==> src/design/ttqc_pkg.sv <==
// Shared types, constants and helpers for the text tokenizer.
package ttqc_pkg;

  localparam int unsigned TOKEN_MAX   = 128;
  localparam int unsigned OFFSET_BITS = 16;
  localparam int unsigned LEN_W       = 8;
  localparam int unsigned START_W     = 16;
  localparam int unsigned MAX_RES     = 3;
  localparam int unsigned Q_DEPTH     = 4;
  localparam int unsigned Q_CNT_W     = $clog2(Q_DEPTH + 1);
  localparam int unsigned Q_IDX_W     = $clog2(Q_DEPTH);
  localparam int unsigned N_W         = $clog2(MAX_RES + 1);

  localparam logic [LEN_W-1:0] LEN_MAX       = LEN_W'(TOKEN_MAX);
  localparam logic [LEN_W-1:0] LEN_QUOTE_MAX = LEN_W'(TOKEN_MAX - 1);

  localparam logic [7:0] CH_NUL   = 8'h00;
  localparam logic [7:0] CH_SPACE = 8'h20;
  localparam logic [7:0] CH_SLASH = 8'h2F;
  localparam logic [7:0] CH_NL    = 8'h0A;
  localparam logic [7:0] CH_QUOTE = 8'h22;

  typedef enum logic [1:0] {
    KIND_BYTE     = 2'd0,
    KIND_END      = 2'd1,
    KIND_DISCARD  = 2'd2,
    KIND_TEXT_END = 2'd3
  } kind_e;

  typedef enum logic [4:0] {
    MODE_IDLE    = 5'b00001,
    MODE_SLASH   = 5'b00010,
    MODE_COMMENT = 5'b00100,
    MODE_WORD    = 5'b01000,
    MODE_QUOTE   = 5'b10000
  } mode_e;

  typedef struct packed {
    kind_e               kind;
    logic [7:0]          ch;
    logic [START_W-1:0]  start;
    logic                last;
  } res_t;

  typedef struct packed {
    logic [N_W-1:0]        n;
    res_t [MAX_RES-1:0]    res;
  } push_t;

  function automatic logic [START_W-1:0] start_bits(input logic [OFFSET_BITS-1:0] v);
    logic [OFFSET_BITS+START_W-1:0] ext;
    ext = {{START_W{1'b0}}, v};
    return ext[START_W-1:0];
  endfunction

  function automatic res_t mk_res(input kind_e kind, input logic [7:0] ch,
                                  input logic [OFFSET_BITS-1:0] start);
    res_t r;
    r.kind  = kind;
    r.ch    = (kind == KIND_BYTE) ? ch : 8'h00;
    r.start = (kind == KIND_TEXT_END) ? '0 : start_bits(start);
    r.last  = 1'b0;
    return r;
  endfunction

endpackage

==> src/design/ttqc_scan.sv <==
// Scanner state and per-word result generation.
module ttqc_scan (
  input  logic                 clk_i,
  input  logic                 rst_ni,
  input  logic                 accept_i,
  input  logic [7:0]           text_byte_i,
  input  logic                 hib_i,
  output ttqc_pkg::push_t      push_o
);

  ttqc_pkg::mode_e                      mode_q, mode_d;
  logic [ttqc_pkg::LEN_W-1:0]           len_q, len_d;
  logic [ttqc_pkg::OFFSET_BITS-1:0]     offset_q, offset_d;
  logic [ttqc_pkg::OFFSET_BITS-1:0]     start_q, start_d;

  always_comb begin
    logic [ttqc_pkg::OFFSET_BITS-1:0] here;
    logic [ttqc_pkg::OFFSET_BITS-1:0] inc;
    logic                             blank;
    logic                             do_word;
    logic [ttqc_pkg::LEN_W-1:0]       wlen;
    logic [ttqc_pkg::N_W-1:0]         n;
    ttqc_pkg::res_t [ttqc_pkg::MAX_RES-1:0] res;

    here     = offset_q;
    inc      = (here == '1) ? here : here + 1'b1;
    blank    = (text_byte_i <= ttqc_pkg::CH_SPACE) || (hib_i && text_byte_i[7]);
    do_word  = 1'b0;
    wlen     = len_q;
    n        = '0;
    res      = '0;
    mode_d   = mode_q;
    len_d    = len_q;
    start_d  = start_q;

    unique case (mode_q)
      ttqc_pkg::MODE_SLASH: begin
        if (text_byte_i == ttqc_pkg::CH_SLASH) begin
          mode_d = ttqc_pkg::MODE_COMMENT;
        end else begin
          res[n]  = ttqc_pkg::mk_res(ttqc_pkg::KIND_BYTE, ttqc_pkg::CH_SLASH, start_q);
          n       = n + 1'b1;
          wlen    = ttqc_pkg::LEN_W'(1);
          mode_d  = ttqc_pkg::MODE_WORD;
          do_word = 1'b1;
        end
      end
      ttqc_pkg::MODE_COMMENT: begin
        if (text_byte_i == ttqc_pkg::CH_NUL) begin
          mode_d = ttqc_pkg::MODE_IDLE;
          res[n] = ttqc_pkg::mk_res(ttqc_pkg::KIND_TEXT_END, 8'h00, '0);
          n      = n + 1'b1;
        end else if (text_byte_i == ttqc_pkg::CH_NL) begin
          mode_d = ttqc_pkg::MODE_IDLE;
        end
      end
      ttqc_pkg::MODE_WORD: begin
        do_word = 1'b1;
      end
      ttqc_pkg::MODE_QUOTE: begin
        if (text_byte_i == ttqc_pkg::CH_QUOTE || text_byte_i == ttqc_pkg::CH_NUL) begin
          res[n] = ttqc_pkg::mk_res(ttqc_pkg::KIND_END, 8'h00, start_q);
          n      = n + 1'b1;
          len_d  = '0;
          mode_d = ttqc_pkg::MODE_IDLE;
          if (text_byte_i == ttqc_pkg::CH_NUL) begin
            res[n] = ttqc_pkg::mk_res(ttqc_pkg::KIND_TEXT_END, 8'h00, '0);
            n      = n + 1'b1;
          end
        end else if (len_q < ttqc_pkg::LEN_QUOTE_MAX) begin
          res[n] = ttqc_pkg::mk_res(ttqc_pkg::KIND_BYTE, text_byte_i, start_q);
          n      = n + 1'b1;
          len_d  = len_q + 1'b1;
        end
      end
      default: begin
        mode_d = ttqc_pkg::MODE_IDLE;
        len_d  = '0;
        if (text_byte_i == ttqc_pkg::CH_NUL) begin
          res[n] = ttqc_pkg::mk_res(ttqc_pkg::KIND_TEXT_END, 8'h00, '0);
          n      = n + 1'b1;
        end else if (blank) begin
          // skip blank between tokens
        end else if (text_byte_i == ttqc_pkg::CH_SLASH) begin
          start_d = here;
          mode_d  = ttqc_pkg::MODE_SLASH;
        end else if (text_byte_i == ttqc_pkg::CH_QUOTE) begin
          start_d = inc;
          mode_d  = ttqc_pkg::MODE_QUOTE;
        end else begin
          start_d = here;
          res[n]  = ttqc_pkg::mk_res(ttqc_pkg::KIND_BYTE, text_byte_i, here);
          n       = n + 1'b1;
          len_d   = ttqc_pkg::LEN_W'(1);
          mode_d  = ttqc_pkg::MODE_WORD;
        end
      end
    endcase

    if (do_word) begin
      if (text_byte_i != ttqc_pkg::CH_NUL && !blank) begin
        len_d = wlen;
        if (wlen < ttqc_pkg::LEN_MAX) begin
          res[n] = ttqc_pkg::mk_res(ttqc_pkg::KIND_BYTE, text_byte_i, start_q);
          n      = n + 1'b1;
          len_d  = wlen + 1'b1;
        end
      end else begin
        res[n] = ttqc_pkg::mk_res((wlen >= ttqc_pkg::LEN_MAX) ? ttqc_pkg::KIND_DISCARD
                                                              : ttqc_pkg::KIND_END,
                                  8'h00, start_q);
        n      = n + 1'b1;
        len_d  = '0;
        mode_d = ttqc_pkg::MODE_IDLE;
        if (text_byte_i == ttqc_pkg::CH_NUL) begin
          res[n] = ttqc_pkg::mk_res(ttqc_pkg::KIND_TEXT_END, 8'h00, '0);
          n      = n + 1'b1;
        end
      end
    end

    if (n != '0) begin
      res[n - 1'b1].last = 1'b1;
    end

    offset_d   = (text_byte_i == ttqc_pkg::CH_NUL) ? '0 : inc;
    push_o.n   = accept_i ? n : '0;
    push_o.res = res;
  end

  always_ff @(posedge clk_i or negedge rst_ni) begin
    if (!rst_ni) begin
      mode_q   <= ttqc_pkg::MODE_IDLE;
      len_q    <= '0;
      offset_q <= '0;
      start_q  <= '0;
    end else if (accept_i) begin
      mode_q   <= mode_d;
      len_q    <= len_d;
      offset_q <= offset_d;
      start_q  <= start_d;
    end
  end

endmodule

==> src/design/ttqc_rsq.sv <==
// Result queue: takes up to three results a cycle, hands out one.
module ttqc_rsq (
  input  logic                clk_i,
  input  logic                rst_ni,
  input  ttqc_pkg::push_t     push_i,
  output logic                room_o,
  output logic                out_valid_o,
  input  logic                out_ready_i,
  output ttqc_pkg::res_t      head_o
);

  ttqc_pkg::res_t                  ent_q [ttqc_pkg::Q_DEPTH];
  ttqc_pkg::res_t                  ent_d [ttqc_pkg::Q_DEPTH];
  logic [ttqc_pkg::Q_CNT_W-1:0]    count_q, count_d;
  logic                            pop;

  assign out_valid_o = (count_q != '0);
  assign head_o      = ent_q[0];
  assign pop         = out_valid_o && out_ready_i;
  assign room_o      = (count_q <= ttqc_pkg::Q_CNT_W'(ttqc_pkg::Q_DEPTH - ttqc_pkg::MAX_RES));

  always_comb begin
    logic [ttqc_pkg::Q_CNT_W-1:0] base;
    logic [ttqc_pkg::Q_CNT_W-1:0] pos;

    for (int i = 0; i < ttqc_pkg::Q_DEPTH - 1; i++) begin
      if (pop) begin
        ent_d[i] = ent_q[i + 1];
      end else begin
        ent_d[i] = ent_q[i];
      end
    end
    ent_d[ttqc_pkg::Q_DEPTH - 1] = ent_q[ttqc_pkg::Q_DEPTH - 1];
    base = count_q - ttqc_pkg::Q_CNT_W'(pop);
    for (int k = 0; k < ttqc_pkg::MAX_RES; k++) begin
      pos = base + ttqc_pkg::Q_CNT_W'(k);
      if (ttqc_pkg::N_W'(k) < push_i.n) begin
        ent_d[pos[ttqc_pkg::Q_IDX_W-1:0]] = push_i.res[k];
      end
    end
    count_d = base + ttqc_pkg::Q_CNT_W'(push_i.n);
  end

  always_ff @(posedge clk_i or negedge rst_ni) begin
    if (!rst_ni) begin
      count_q <= '0;
    end else begin
      count_q <= count_d;
    end
  end

  always_ff @(posedge clk_i) begin
    for (int i = 0; i < ttqc_pkg::Q_DEPTH; i++) begin
      ent_q[i] <= ent_d[i];
    end
  end

endmodule

==> src/design/text_tokenizer_quotes_comments_top.sv <==
// Top level of the streaming text tokenizer with quoted tokens and line comments.
//
// Input channel: in_valid_i / in_ready_o carry one text byte per word; byte 0
// ends the current text. Output channel: out_valid_o / out_ready_i carry one
// result per word (kind, token character, start offset, last flag); an input
// byte gives zero to three results, the final one marked by last_o.
// cfg_we_i writes cfg_wdata_i into the high-bytes-are-blank flag; write only
// while the block is idle.
// A result is registered into the result queue when its byte is accepted.
// Throughput: one byte a cycle while each byte gives at most one result; the
// output side drains one result a cycle while out_ready_i is high, through a
// four-entry result queue, and input is taken while it holds at most one result.
// Reset: scanner between tokens, offsets and length cleared, queue empty,
// high bytes treated as blanks.
// Receiver stall: results hold in the queue; once it holds two or more,
// in_ready_o drops until the receiver takes results again.
module text_tokenizer_quotes_comments_top (
  input  logic        clk_i,
  input  logic        rst_ni,
  input  logic        in_valid_i,
  output logic        in_ready_o,
  input  logic [7:0]  text_byte_i,
  output logic        out_valid_o,
  input  logic        out_ready_i,
  output logic [1:0]  kind_o,
  output logic [7:0]  token_char_o,
  output logic [15:0] start_offset_o,
  output logic        last_o,
  input  logic        cfg_we_i,
  input  logic        cfg_wdata_i
);

  logic                hib_q;
  logic                accept;
  ttqc_pkg::push_t     push;
  ttqc_pkg::res_t      head;

  assign accept = in_valid_i && in_ready_o;

  always_ff @(posedge clk_i or negedge rst_ni) begin
    if (!rst_ni) begin
      hib_q <= 1'b1;
    end else if (cfg_we_i) begin
      hib_q <= cfg_wdata_i;
    end
  end

  ttqc_scan u_scan (
    .clk_i       (clk_i),
    .rst_ni      (rst_ni),
    .accept_i    (accept),
    .text_byte_i (text_byte_i),
    .hib_i       (hib_q),
    .push_o      (push)
  );

  ttqc_rsq u_rsq (
    .clk_i       (clk_i),
    .rst_ni      (rst_ni),
    .push_i      (push),
    .room_o      (in_ready_o),
    .out_valid_o (out_valid_o),
    .out_ready_i (out_ready_i),
    .head_o      (head)
  );

  assign kind_o         = head.kind;
  assign token_char_o   = head.ch;
  assign start_offset_o = head.start;
  assign last_o         = head.last;

endmodule
==> config.mk <==
export PLATFORM = sky130hd
export DESIGN_NAME = text_tokenizer_quotes_comments_top
export DESIGN_NICKNAME = d
export VERILOG_FILES = /design/src/design/ttqc_pkg.sv /design/src/design/ttqc_scan.sv /design/src/design/ttqc_rsq.sv /design/src/design/text_tokenizer_quotes_comments_top.sv
export SDC_FILE = /design/constraint.sdc
export NUM_CORES = 1
export LEC_CHECK = 0
export BUFFER_PORTS_ARGS = -buffer_cell sky130_fd_sc_hd__buf_2
export CAP_MARGIN = 30
export CORE_UTILIZATION = 45
export CTS_BUF_LIST = sky130_fd_sc_hd__clkbuf_4
export CTS_CLUSTER_DIAMETER = 60
export CTS_CLUSTER_SIZE = 14
export DETAILED_ROUTE_END_ITERATION = 7
export PLACE_DENSITY_LB_ADDON = 0.05
export SYNTH_ARGS = -nofsm -noshare
export SYNTH_HDL_FRONTEND = slang
export SYNTH_SLANG_ARGS = --single-unit
==> constraint.sdc <==
create_clock -name clk_i -period 8.26 [get_ports clk_i]
set_clock_uncertainty 0.05 [all_clocks]
set_input_delay 0.413 -clock clk_i [delete_from_list [all_inputs] [get_ports clk_i]]
set_output_delay 0.413 -clock clk_i [all_outputs]
set_load 0.05 [all_outputs]
==> metrics.txt <==
fraction of layout cells with a size suffix above 1 0.127; Setup crit start kind register; die extent in x 146 microns; DIE HEIGHT between 100 and 150 microns; grt ovf 0; via count of the first global-routing pass 7793; # rows 52; Skew-Pair Late Insertion Delay 0.60 ns; count of placed standard cells including taps 1330; timing startpoint of the critical path u_scan.mode_q[2]$_DFFE_PN0P_; number of nets in the finished design 1110; hold path startpoint text_byte_i[4]; busiest layer in global routing met1; register bit total from synthesis 157; endpoints failing hold 0; post-layout utilization of the core 0.497; commonest non-fill, non-tap cell in the layout nand2_1; number of DRC violations after detailed-routing iteration 0 826; final non-filler cell total 1367; total wirelength of the detailed-routed design about 28000 microns; EDFF count, synth 0; run status finished clean; number of iterations in the first detailed-routing pass 5; Synth Instances between 1000 and 1500; number of endpoints failing setup at the final stage 0; count of antenna-violating nets left after detailed routing 0; number of distinct library cells after synthesis 80; largest cells by area after synthesis dfxtp_1 (23%), dfrtp_1 (13%), mux2i_1 (11%), nand2_1 (7.4%), a32o_1 (5.3%); slew at the pin closest to its max-slew limit 0.987 ns; peak clock frequency supported by timing about 210 MHz; Buffers on Ports 42; total negative setup slack 0 ns; Non-Filler Cell Area, Final 10100 sq um; netlist area before placement 9390 sq um; kind of cell adding the most delay to the critical path compound AO/OA/AOI/OAI gates; die area 21400 sq um; Async S/R FF share, synth 0.312; number of antenna violations at the first check in global routing 1; Clock Path Buffers 2; wire length of the first global-routing pass roughly 45000 microns; total global routing track utilization 0.268; # resized after CTS 0; sink count of the clock tree 157; worst slack, placed 3.42 ns; H-tree Lvls 4; clock-pin slew reported for the worst setup and hold paths after clock tree synthesis 0.16 ns; Floorplan Core Area 20400 sq um; met3 usage in global routing 0.0413; worst endpoint data arrival time 5.11 ns; leading cell types in the layout, fill and taps excluded nand2_1 (185), dfxtp_1 (108), mux2i_1 (105), nor2_1 (68), o21ai_0 (58); Tmin final 4.67 ns; ordered cell list for the critical path or4b_4 -> o311a_1 -> a2111oi_2 -> a32oi_4 -> ha_1 -> nor2_1 -> o21ai_0 -> mux2_4 -> nand2_1 -> buf_4 -> mux2i_1 -> a221o_1; Placed Area 9760 sq um; number of clock buffers inserted by TritonCTS 17; required time of the critical path between 8 and 9 ns; met2 layer usage reported by global route 0.390; buffer cell driving the clock tree root clkbuf_4; via density per instance 6.20; startpoint of the most critical register-to-register path u_scan.mode_q[2]$_DFFE_PN0P_; top-area cell type share of the netlist area 0.230; RSZ-0062 raised after global routing no; drt drc 0; Slowest cell on crit path or4b_4; Syn. warnings 0; total number of vias 8469; post-detailed-route wirelength per cell roughly 21 microns; sequential-to-total area share from yosys stat 0.361; initial standard-cell utilization of the core 0.461; GR Util met1 0.411; pwr/cell area 336 nW/um^2; maximum fanout encountered on the critical timing path 18; Critical Path End Type register; path class of the lowest-slack min-delay path input port to register; worst rel slew slack 0.340; MaxCap Viol Count 0; Worst Setup Path Type register to register; HPWL after detailed placement 19100 microns; biggest cell delay along the critical path 0.61 ns; top_reg_cell synth dfxtp_1; Synth area leader dfxtp_1; Post-Syn Nets 1106; share of the clock period used by the worst path after layout 0.565; leakage 0.00433 uW; fin worst setup slack between 3 and 4 ns; Worst VDD drop 155 uV; maximum number of pins on one net before global-route repair 61; I/O pin count between 40 and 50; GPL Wtd Cong 0.869; Final Max Tran Viols 0; area delta synth->final 7.78%; average footprint of a synthesized cell 8.70 sq um; clock tree from TritonCTS built; buffering stage count on the worst path with inverters included 1
==> layout make-up <==
type	instances	area, sq um
diodes	1	2.50
clock buffers	17	128
clock inverters	15	170
fillers	1988	10200
inverters	30	113
multi-input cells	816	5570
flip-flops and latches	157	3390
well taps	270	338
repair buffers	61	404
==> layer usage <==
layer	routed length, microns	up-vias
li1	-	4013
met1	14300	4154
met2	12100	274
met3	1720	28
met4	330	0
met5	0	-
==> logic make-up (layout without fill, tap and decap cells) <==
family / after synthesis / in the layout / share of synthesized area
AND/OR/NAND/NOR: 353 / 353 / 0.169
AO/OA/AOI/OAI: 304 / 304 / 0.247
flip-flops: 157 / 157 / 0.361
multiplexers: 128 / 128 / 0.140
buffers and inverters: 106 / 123 / 0.0471
XOR/XNOR: 18 / 18 / 0.0176
adder cells (fa/ha/maj): 13 / 13 / 0.0181
other: 0 / 1 / 0
==> worst register-to-register path: stages, from the launching register on <==
cell and delay (ns):
dfrtp_1 0.50, or4b_4 0.61, o311a_1 0.22, a2111oi_2 0.49, a32oi_4 0.18, ha_1 0.40, nor2_1 0.23, o21ai_0 0.21
mux2_4 0.36, nand2_1 0.48, buf_4 0.39, mux2i_1 0.12, a221o_1 0.32
==> synth_stat cells (all sizes together) (12+ instances only) <==
master	instances
nand2	185
dfxtp	108
mux2i	106
nor2	70
o21ai	59
a32o	50
dfrtp	47
a21oi	46
clkbuf	44
a22o	35
buf	32
inv	29
nand3	24
mux2	22
a22oi	21
nor3	17
a31oi	15
o31ai	14
xnor2	13
ha	12
==> registers in the layout, summed over array words and instances (netlist names) <==
signal	cells
hib_q	1
u_scan.offset_q	16
u_rsq.count_q	3
u_scan.len_q	8
u_scan.mode_q	5
u_rsq.ent_q	108
u_scan.start_q	16
==> metrics by stage <==
stage          power [uW]  hold slack [ns]
3_5_place_dp         2870            0.438
6_report             3400            0.106
2_1_floorplan        2500           0.0674
5_1_grt              3620           0.0720
4_1_cts              3380           0.0758
3_3_place_gp         2870            0.435
==> worst paths after layout <==
path | end | slack, ns | cells after the start
max | u_rsq.ent_q[0][26]$_DFF_P_ | 3.59 | 12
min | u_rsq.ent_q[3][21]$_DFF_P_ | 0.11 | 2
max reg2reg | u_rsq.ent_q[0][26]$_DFF_P_ | 3.59 | 12
min reg2reg | u_rsq.ent_q[3][0]$_DFF_P_ | 0.49 | 2
max in group asynchronous | u_scan.start_q[7]$_DFFE_PN0P_ | 7.35 | 3
min in group asynchronous | u_scan.offset_q[12]$_DFFE_PN0P_ | 0.38 | 3
==> report_power, final <==
group | switching [uW] | internal, uW | total (uW) | leakage [uW]
clock network | 343 | 167 | 510 | 0.000157
logic | 1000 | 673 | 1670 | 0.00262
registers | 184 | 1030 | 1220 | 0.00156
total | 1530 | 1870 | 3400 | 0.00433
==> repair_timing <==
item,4_1_cts,5_1_grt
buffers inserted,0,0
hold buffers,3,0
endpoints found under the setup margin,0,0
hold endpoints to repair,48,0
No activity file was read; power rests on OpenSTA's default activity.
